### src/rtl/core/ypf_pkg.sv
// ----------------------------------------------------------------------------
// ypf_pkg
// Shared types, register codes and helpers for the yaw PID controller.
// ----------------------------------------------------------------------------
package ypf_pkg;

	// Configuration register indexes
	localparam int CFG_IDX_W = 3;
	localparam logic [CFG_IDX_W-1:0] REG_PROP_GAIN   = 3'd0;
	localparam logic [CFG_IDX_W-1:0] REG_INTEG_GAIN  = 3'd1;
	localparam logic [CFG_IDX_W-1:0] REG_RATE_GAIN   = 3'd2;
	localparam logic [CFG_IDX_W-1:0] REG_INTEG_LIMIT = 3'd3;
	localparam logic [CFG_IDX_W-1:0] REG_OUT_LIMIT   = 3'd4;

	// Reset values
	localparam logic signed [31:0] PROP_GAIN_RST = 32'sd41943040; // 2.5 in Q8.24
	localparam logic [30:0]        OUT_LIMIT_RST = 31'd6553600;   // 100.0 in Q16.16

	// Position difference to velocity
	localparam logic signed [42:0] VEL_SCALE = 43'sd1000;

	// Gain products are Q16.16 * Q8.24; drop 24 fraction bits
	localparam int GAIN_FRAC = 24;

	localparam logic signed [42:0] S43_MAX = 43'sd2147483647;
	localparam logic signed [42:0] S43_MIN = -43'sd2147483648;

	// Microcode
	localparam int STEP_W = 4;

	typedef enum logic [2:0] {
		MUL_NONE        = 3'd0,
		MUL_VEL_SPEED   = 3'd1,
		MUL_BODY_TURN   = 3'd2,
		MUL_ERR_PROP    = 3'd3,
		MUL_SUM_INTEG   = 3'd4,
		MUL_GIMBAL_RATE = 3'd5
	} mul_sel_t;

	typedef enum logic [1:0] {
		ACC_HOLD     = 2'd0,
		ACC_LD_TGT   = 2'd1,
		ACC_LD_PROD  = 2'd2,
		ACC_ADD_PROD = 2'd3
	} acc_op_t;

	typedef struct packed {
		mul_sel_t            mul_sel;
		acc_op_t             acc_op;
		logic                tgt_load;   // take new_target if requested
		logic                diff_wr;
		logic                vel_wr;
		logic                prev_wr;
		logic                tgt_sat_wr; // target <= sat(acc)
		logic                err_wr;
		logic                esum_wr;
		logic                out_wr;
		logic                jmp_noff;   // jump when feedforward is off
		logic [STEP_W-1:0]   jmp_to;
		logic                last;
	} cw_t;

	localparam cw_t CW_NOP = '{
		mul_sel: MUL_NONE,
		acc_op:  ACC_HOLD,
		jmp_to:  '0,
		default: 1'b0
	};

	// Saturate a signed value to 32 bits
	function automatic logic signed [31:0] sat32(input logic signed [42:0] v);
		logic signed [31:0] r;
		if (v > S43_MAX) begin
			r = 32'sh7FFF_FFFF;
		end else if (v < S43_MIN) begin
			r = 32'sh8000_0000;
		end else begin
			r = v[31:0];
		end
		return r;
	endfunction

endpackage

### src/rtl/core/ypf_sequencer.sv
// ----------------------------------------------------------------------------
// ypf_sequencer
// Step counter and microcode ROM; while busy, issues one control word per cycle unless the result-write step stalls.
// ----------------------------------------------------------------------------
module ypf_sequencer
	import ypf_pkg::*;
(
	input  logic clk,
	input  logic arst_n,
	input  logic start,    // transaction accepted this cycle
	input  logic ff_en,    // latched feedforward enable
	input  logic out_hold, // result register still occupied
	output logic busy,
	output cw_t  cw
);

	logic              busy_q;
	logic [STEP_W-1:0] step_q;
	cw_t               word;
	logic              stall;
	logic              run;

	function automatic cw_t ucode(input logic [STEP_W-1:0] step);
		cw_t w;
		w = CW_NOP;
		unique case (step)
			4'd0: begin
				w.tgt_load = 1'b1;
				w.diff_wr  = 1'b1;
				w.jmp_noff = 1'b1;
				w.jmp_to   = 4'd6;
			end
			4'd1: begin
				w.vel_wr  = 1'b1;
				w.prev_wr = 1'b1;
			end
			4'd2: begin
				w.mul_sel = MUL_VEL_SPEED;
				w.acc_op  = ACC_LD_TGT;
			end
			4'd3: begin
				w.mul_sel = MUL_BODY_TURN;
				w.acc_op  = ACC_ADD_PROD;
			end
			4'd4: w.acc_op = ACC_ADD_PROD;
			4'd5: w.tgt_sat_wr = 1'b1;
			4'd6: w.err_wr = 1'b1;
			4'd7: begin
				w.mul_sel = MUL_ERR_PROP;
				w.esum_wr = 1'b1;
			end
			4'd8: begin
				w.mul_sel = MUL_SUM_INTEG;
				w.acc_op  = ACC_LD_PROD;
			end
			4'd9: begin
				w.mul_sel = MUL_GIMBAL_RATE;
				w.acc_op  = ACC_ADD_PROD;
			end
			4'd10: w.acc_op = ACC_ADD_PROD;
			4'd11: begin
				w.out_wr = 1'b1;
				w.last   = 1'b1;
			end
			default: w = CW_NOP;
		endcase
		return w;
	endfunction

	assign word  = ucode(step_q);
	assign stall = word.out_wr & out_hold;
	assign run   = busy_q & ~stall;
	assign cw    = run ? word : CW_NOP;
	assign busy  = busy_q;

	always_ff @(posedge clk or negedge arst_n) begin
		if (!arst_n) begin
			busy_q <= 1'b0;
			step_q <= '0;
		end else if (start) begin
			busy_q <= 1'b1;
			step_q <= '0;
		end else if (run) begin
			if (word.last) begin
				busy_q <= 1'b0;
			end else if (word.jmp_noff && !ff_en) begin
				step_q <= word.jmp_to;
			end else begin
				step_q <= step_q + 1'b1;
			end
		end
	end

endmodule

### src/rtl/core/yaw_pid_with_feedforward.sv
// ----------------------------------------------------------------------------
// yaw_pid_with_feedforward
// Positional yaw PID with velocity and turn-rate feedforward, clamped output.
// ----------------------------------------------------------------------------
// Sequence: 12 microcode steps from input transaction to result valid with
//   feedforward on, 7 with it off; one step per cycle unless the final step
//   stalls on an undrained result register. A new item is taken only after the
//   last step; the single shared 32x32 multiplier and the step count set the pace.
// Reset: arst_n clears state (target, last position, error sum) to zero and
//   loads the register defaults; no clearing pass.
// ----------------------------------------------------------------------------
module yaw_pid_with_feedforward
	import ypf_pkg::*;
(
	input  logic                 clk,
	input  logic                 arst_n,

	// configuration write channel
	input  logic                 cfg_valid,
	output logic                 cfg_ready,
	input  logic [CFG_IDX_W-1:0] cfg_index,
	input  logic [31:0]          cfg_data,

	// input item channel
	input  logic                 in_valid,
	output logic                 in_ready,
	input  logic                 load_target,
	input  logic signed [31:0]   new_target,
	input  logic                 ff_enable,
	input  logic signed [31:0]   wheel_position,
	input  logic signed [31:0]   yaw_angle,
	input  logic signed [31:0]   body_rate,
	input  logic signed [31:0]   gimbal_rate,
	input  logic signed [31:0]   speed_ff_gain,
	input  logic signed [31:0]   turn_ff_gain,

	// result channel
	output logic                 out_valid,
	input  logic                 out_ready,
	output logic                 drive_positive,
	output logic [14:0]          drive_magnitude,
	output logic signed [31:0]   control_value
);

	// ---------------------------------------------------------------------
	// Configuration registers. Writes are always taken; unknown indexes are
	// dropped.
	// ---------------------------------------------------------------------
	logic signed [31:0] prop_gain_q;
	logic signed [31:0] integ_gain_q;
	logic signed [31:0] rate_gain_q;
	logic [30:0]        integ_limit_q;
	logic [30:0]        out_limit_q;

	assign cfg_ready = 1'b1;

	always_ff @(posedge clk or negedge arst_n) begin
		if (!arst_n) begin
			prop_gain_q   <= PROP_GAIN_RST;
			integ_gain_q  <= '0;
			rate_gain_q   <= '0;
			integ_limit_q <= '0;
			out_limit_q   <= OUT_LIMIT_RST;
		end else if (cfg_valid) begin
			unique case (cfg_index)
				REG_PROP_GAIN:   prop_gain_q   <= cfg_data;
				REG_INTEG_GAIN:  integ_gain_q  <= cfg_data;
				REG_RATE_GAIN:   rate_gain_q   <= cfg_data;
				REG_INTEG_LIMIT: integ_limit_q <= cfg_data[30:0];
				REG_OUT_LIMIT:   out_limit_q   <= cfg_data[30:0];
				default: ;
			endcase
		end
	end

	// captured transaction payload
	logic               load_q;
	logic               ff_q;
	logic signed [31:0] new_tgt_q;
	logic signed [31:0] pos_q;
	logic signed [31:0] yaw_q;
	logic signed [31:0] body_q;
	logic signed [31:0] gimbal_q;
	logic signed [31:0] speed_gain_q;
	logic signed [31:0] turn_gain_q;

	// ---------------------------------------------------------------------
	// Sequencer. Takes a transaction only when no item is in flight; the
	// result register is separate, so the next item may start while the
	// previous result still waits downstream. The final step stalls if the
	// result register has not been drained.
	// ---------------------------------------------------------------------
	logic busy;
	logic in_acc;
	cw_t  cw;

	assign in_ready = ~busy;
	assign in_acc   = in_valid & in_ready;

	logic out_valid_q;

	ypf_sequencer u_seq (
		.clk      (clk),
		.arst_n   (arst_n),
		.start    (in_acc),
		.ff_en    (ff_q),
		.out_hold (out_valid_q & ~out_ready),
		.busy     (busy),
		.cw       (cw)
	);

	// ---------------------------------------------------------------------
	// Input capture (payload, no reset)
	// ---------------------------------------------------------------------
	always_ff @(posedge clk) begin
		if (in_acc) begin
			load_q       <= load_target;
			ff_q         <= ff_enable;
			new_tgt_q    <= new_target;
			pos_q        <= wheel_position;
			yaw_q        <= yaw_angle;
			body_q       <= body_rate;
			gimbal_q     <= gimbal_rate;
			speed_gain_q <= speed_ff_gain;
			turn_gain_q  <= turn_ff_gain;
		end
	end

	// ---------------------------------------------------------------------
	// Datapath
	// ---------------------------------------------------------------------
	logic signed [31:0] tgt_q;   // target angle
	logic signed [31:0] prev_q;  // last wheel position
	logic signed [31:0] esum_q;  // clamped error sum
	logic signed [32:0] diff_q;
	logic signed [31:0] vel_q;
	logic signed [31:0] err_q;
	logic signed [63:0] prod_q;
	logic signed [41:0] acc_q;

	logic signed [31:0] mul_a;
	logic signed [31:0] mul_b;
	logic signed [39:0] prod_sh;
	logic signed [41:0] prod_ext;
	logic signed [42:0] vel_wide;
	logic signed [32:0] err_wide;
	logic signed [32:0] esum_wide;
	logic signed [32:0] ilim;
	logic signed [32:0] esum_next;
	logic signed [41:0] olim;
	logic signed [41:0] ctrl_wide;
	logic signed [31:0] ctrl;
	logic [31:0]        ctrl_abs;

	// shared multiplier operand select
	always_comb begin
		unique case (cw.mul_sel)
			MUL_VEL_SPEED: begin
				mul_a = vel_q;
				mul_b = speed_gain_q;
			end
			MUL_BODY_TURN: begin
				mul_a = body_q;
				mul_b = turn_gain_q;
			end
			MUL_ERR_PROP: begin
				mul_a = err_q;
				mul_b = prop_gain_q;
			end
			MUL_SUM_INTEG: begin
				mul_a = esum_q;
				mul_b = integ_gain_q;
			end
			MUL_GIMBAL_RATE: begin
				mul_a = gimbal_q;
				mul_b = rate_gain_q;
			end
			default: begin
				mul_a = '0;
				mul_b = '0;
			end
		endcase
	end

	// arithmetic shift of the exact product is floor rounding
	assign prod_sh  = prod_q[63:GAIN_FRAC];
	assign prod_ext = {{2{prod_sh[39]}}, prod_sh};

	assign vel_wide = {{10{diff_q[32]}}, diff_q} * VEL_SCALE;
	assign err_wide = {tgt_q[31], tgt_q} - {yaw_q[31], yaw_q};

	// error sum: add, then clamp to +-integ_limit
	assign esum_wide = {esum_q[31], esum_q} + {err_q[31], err_q};
	assign ilim      = {2'b00, integ_limit_q};
	always_comb begin
		priority if (esum_wide > ilim) begin
			esum_next = ilim;
		end else if (esum_wide < -ilim) begin
			esum_next = -ilim;
		end else begin
			esum_next = esum_wide;
		end
	end

	// output clamp to +-out_limit
	assign olim = {11'd0, out_limit_q};
	always_comb begin
		priority if (acc_q > olim) begin
			ctrl_wide = olim;
		end else if (acc_q < -olim) begin
			ctrl_wide = -olim;
		end else begin
			ctrl_wide = acc_q;
		end
	end
	assign ctrl     = ctrl_wide[31:0];
	assign ctrl_abs = ctrl[31] ? -ctrl : ctrl;

	always_ff @(posedge clk) begin
		if (cw.mul_sel != MUL_NONE) begin
			prod_q <= mul_a * mul_b;
		end
		unique case (cw.acc_op)
			ACC_LD_TGT:   acc_q <= {{10{tgt_q[31]}}, tgt_q};
			ACC_LD_PROD:  acc_q <= prod_ext;
			ACC_ADD_PROD: acc_q <= acc_q + prod_ext;
			default: ;
		endcase
		if (cw.diff_wr) begin
			diff_q <= {pos_q[31], pos_q} - {prev_q[31], prev_q};
		end
		if (cw.vel_wr) begin
			vel_q <= sat32(vel_wide);
		end
		if (cw.err_wr) begin
			err_q <= sat32({{10{err_wide[32]}}, err_wide});
		end
	end

	// architectural state
	always_ff @(posedge clk or negedge arst_n) begin
		if (!arst_n) begin
			tgt_q  <= '0;
			prev_q <= '0;
			esum_q <= '0;
		end else begin
			if (cw.tgt_load && load_q) begin
				tgt_q <= new_tgt_q;
			end else if (cw.tgt_sat_wr) begin
				tgt_q <= sat32({acc_q[41], acc_q});
			end
			if (cw.prev_wr) begin
				prev_q <= pos_q;
			end
			if (cw.esum_wr) begin
				esum_q <= esum_next[31:0];
			end
		end
	end

	// ---------------------------------------------------------------------
	// Result register
	// ---------------------------------------------------------------------
	logic               pos_res_q;
	logic [14:0]        mag_res_q;
	logic signed [31:0] ctrl_res_q;

	always_ff @(posedge clk or negedge arst_n) begin
		if (!arst_n) begin
			out_valid_q <= 1'b0;
		end else if (cw.out_wr) begin
			out_valid_q <= 1'b1;
		end else if (out_ready) begin
			out_valid_q <= 1'b0;
		end
	end

	always_ff @(posedge clk) begin
		if (cw.out_wr) begin
			pos_res_q  <= ~ctrl[31] & (|ctrl);
			mag_res_q  <= ctrl_abs[30:16];
			ctrl_res_q <= ctrl;
		end
	end

	assign out_valid       = out_valid_q;
	assign drive_positive  = pos_res_q;
	assign drive_magnitude = mag_res_q;
	assign control_value   = ctrl_res_q;

endmodule
### config.mk
export PLATFORM = sky130hd
export DESIGN_NAME = yaw_pid_with_feedforward
export DESIGN_NICKNAME = d
export VERILOG_FILES = /design/src/rtl/core/ypf_pkg.sv /design/src/rtl/core/ypf_sequencer.sv /design/src/rtl/core/yaw_pid_with_feedforward.sv
export SDC_FILE = /design/constraint.sdc
export NUM_CORES = 2
export LEC_CHECK = 0
export BUFFER_PORTS_ARGS = -buffer_cell sky130_fd_sc_hd__buf_2
export CAP_MARGIN = 20
export CORE_MARGIN = 2
export CORE_UTILIZATION = 35
export DETAILED_ROUTE_END_ITERATION = 8
export PLACE_DENSITY_LB_ADDON = 0.12
export SLEW_MARGIN = 20
export SYNTH_ARGS = -nofsm -noshare
export SYNTH_HDL_FRONTEND = slang
export SYNTH_HIERARCHICAL = 1
export SYNTH_SLANG_ARGS = --single-unit
### constraint.sdc
create_clock -name clk -period 16.6 [get_ports clk]
set_clock_uncertainty 0.15 [all_clocks]
set_input_delay 3.32 -clock clk [delete_from_list [all_inputs] [get_ports clk]]
set_output_delay 3.32 -clock clk [all_outputs]
set_load 0.1 [all_outputs]
==> impl_metrics.csv <==
group,metric,value,unit
status,outcome,"finished clean",
clock_tree,post_cts_buffers,0,
clock_tree,cts_tree,"yes",
place,port_buffers,315,
clock_tree,cts_buffer_depth,3,
global_routing,grt_max_degree,116,
clock_tree,htree_levels,3,
route,drtIter0Drc,4649,
global_routing,antenna_found_initial,36,
final_layout,multi_input_area,0.0535,mm^2
die,ioPinCount,317,
worst_setup_path,rrSetupSlack,3.42,ns
place,hpwlAfterDp,249000,um
final_layout,reg_top3,"acc_q (42), prod_q (40), diff_q (33)",
sta,setup_tns,0,ns
place,dp.cells,11100,
final_layout,area_delta_synth_final,11.9,%
clock_tree,clk_pin_slew,0.07,ns
worst_setup_path,crit_required,16.91,ns
sta,finalCritPeriodShare,90.0,%
place,place_congestion,0.956,
sta,hold_viol,0,
die,initial_utilization,35.2,%
final_layout,fillerInstances,22500,
clock_tree,cts_root_buf,"clkbuf_16",
synthesis,yosysWarnings,6,
global_routing,grt_first_pass_wirelength,441000,um
worst_setup_path,endpoint_kind,"register",
synthesis,avgSynthCellArea,10.0,um^2
worst_setup_path,crit_fanout,37,
clock_tree,postCtsHoldBufs,0,
die,core,0.225,mm^2
route,wl,304000,um
global_routing,grtUsageTotal,26.6,%
route,drtAntennaViolNets,0,
worst_setup_path,path_buf_inv,9,
die,dieHeight,479,um
sta,finalSetupViolations,0,
global_routing,grt-ovfl-total,0,
worst_setup_path,critical_path_arrival,15.26,ns
final_layout,largest_register,"acc_q",
sta,max_freq,66.9,MHz
clock_tree,cts-resized-gates,0,
flow_run,drv_cap,0,
clock_tree,clock_sinks,711,
die,fp.dieW,479,um
worst_setup_path,cp_slowest_stage_delay,0.95,ns
final_layout,layout-drive-gt1-share,11.5,%
worst_setup_path,cpMostUsedCell,"fa_1",
synthesis,syn_inst,7893,
worst_setup_path,path_class,"input pin to register",
synthesis,synth.net_count,9908,
route,drcViolationCount,0,
final_layout,fin_cells,11200,
sta,worst_pin_slew,1.25,ns
sta,finalCriticalPeriod,14.95,ns
synthesis,synth_area,0.0790,mm^2
global_routing,grt_pass1_vias,62300,
route,dr.pass1.iters,8,
clock_tree,clk-insertion-delay-late,0.75,ns
sta,relSlewSlack,16.9,%
final_layout,seqCellArea,0.0201,mm^2
worst_setup_path,crit_path_start_kind,"input pin",
worst_setup_path,cpMaxStageDelayCell,"nor2b_4",
die,std_cell_rows,174,
final_layout,final_area,0.0884,mm^2
route,viasPerCell,5.28,
min_path,hold_path_class,"register to register",
place,place_area,0.0852,mm^2
worst_setup_path,path_delay_family,"adder cells",
route,wl_per_cell,27.1,um
die,die_area,0.230,mm^2
clock_tree,cts_buffers,90,
final_layout,largest_register_ffs,42,
final_layout,layout.nets,10200,
route,vias,59300,
sta,rsz0062_at_grt,"false",
sta,slew_violations,0,
==> worst min-delay path, cell delays in order (launching register included) <==
cell	delay [ns]
edfxtp_1	0.32
nand2_1	0.04
o21ai_0	0.06
==> cells in the final DEF (no fill, tap or decap), drive strengths merged, types with 121 or more instances in the layout <==
cell type	count
inv	1273
fa	1210
nand2	838
nor2	776
ha	539
buf	523
edfxtp	451
a21oi	325
o21ai	321
dfrtp	255
xnor2	203
mux2	170
a21o	129
clkbuf	121
==> layout make-up <==
class | count | area share (%)
Antenna cell | 5 | 0.0142
Clock buffer | 121 | 2.84
Clock inverter | 48 | 0.750
Inverter | 1269 | 5.39
Multi-Input combinational cell | 5564 | 60.5
Sequential cell | 711 | 22.7
Tap cell | 2992 | 4.23
Timing Repair Buffer | 523 | 3.59
==> path summary, 6_finish.rpt <==
| kind | endpoint | depth (start not counted) | start |
|---|---|---|---|
| setup / recovery | prod_q[63] | 40 | out_ready |
| hold / removal | tgt_q[13] | 2 | new_tgt_q[13] |
| setup reg to reg | prod_q[63] | 41 | u_seq/busy |
| hold reg to reg | tgt_q[13] | 2 | new_tgt_q[13] |
| max in group asynchronous | tgt_q[19] | 2 | arst_n |
| min in group asynchronous | out_valid | 1 | arst_n |
==> layer usage <==
metal  routed length, um  GRT usage [%]  vias to the layer above
li1                    -              -                    26200
met1              132000           36.2                    30800
met2              142000           43.5                     1888
met3               17700           3.66                      395
met4               12900           9.47                       14
met5                  76              0                        -
==> metrics by stage <==
stage	utilization, %	hold slack [ns]	setup slack [ns]
floorplan	-	0.276	2.37
global placement	37.9	0.290	1.32
detailed placement	37.9	0.296	1.12
CTS	39.3	0.255	1.90
global route	39.3	0.286	1.28
finish	39.4	0.259	1.65
Power is left out: the tool's default activity adds up to more than one toggle a clock period on the data nets, which glitch-free logic cannot reach.
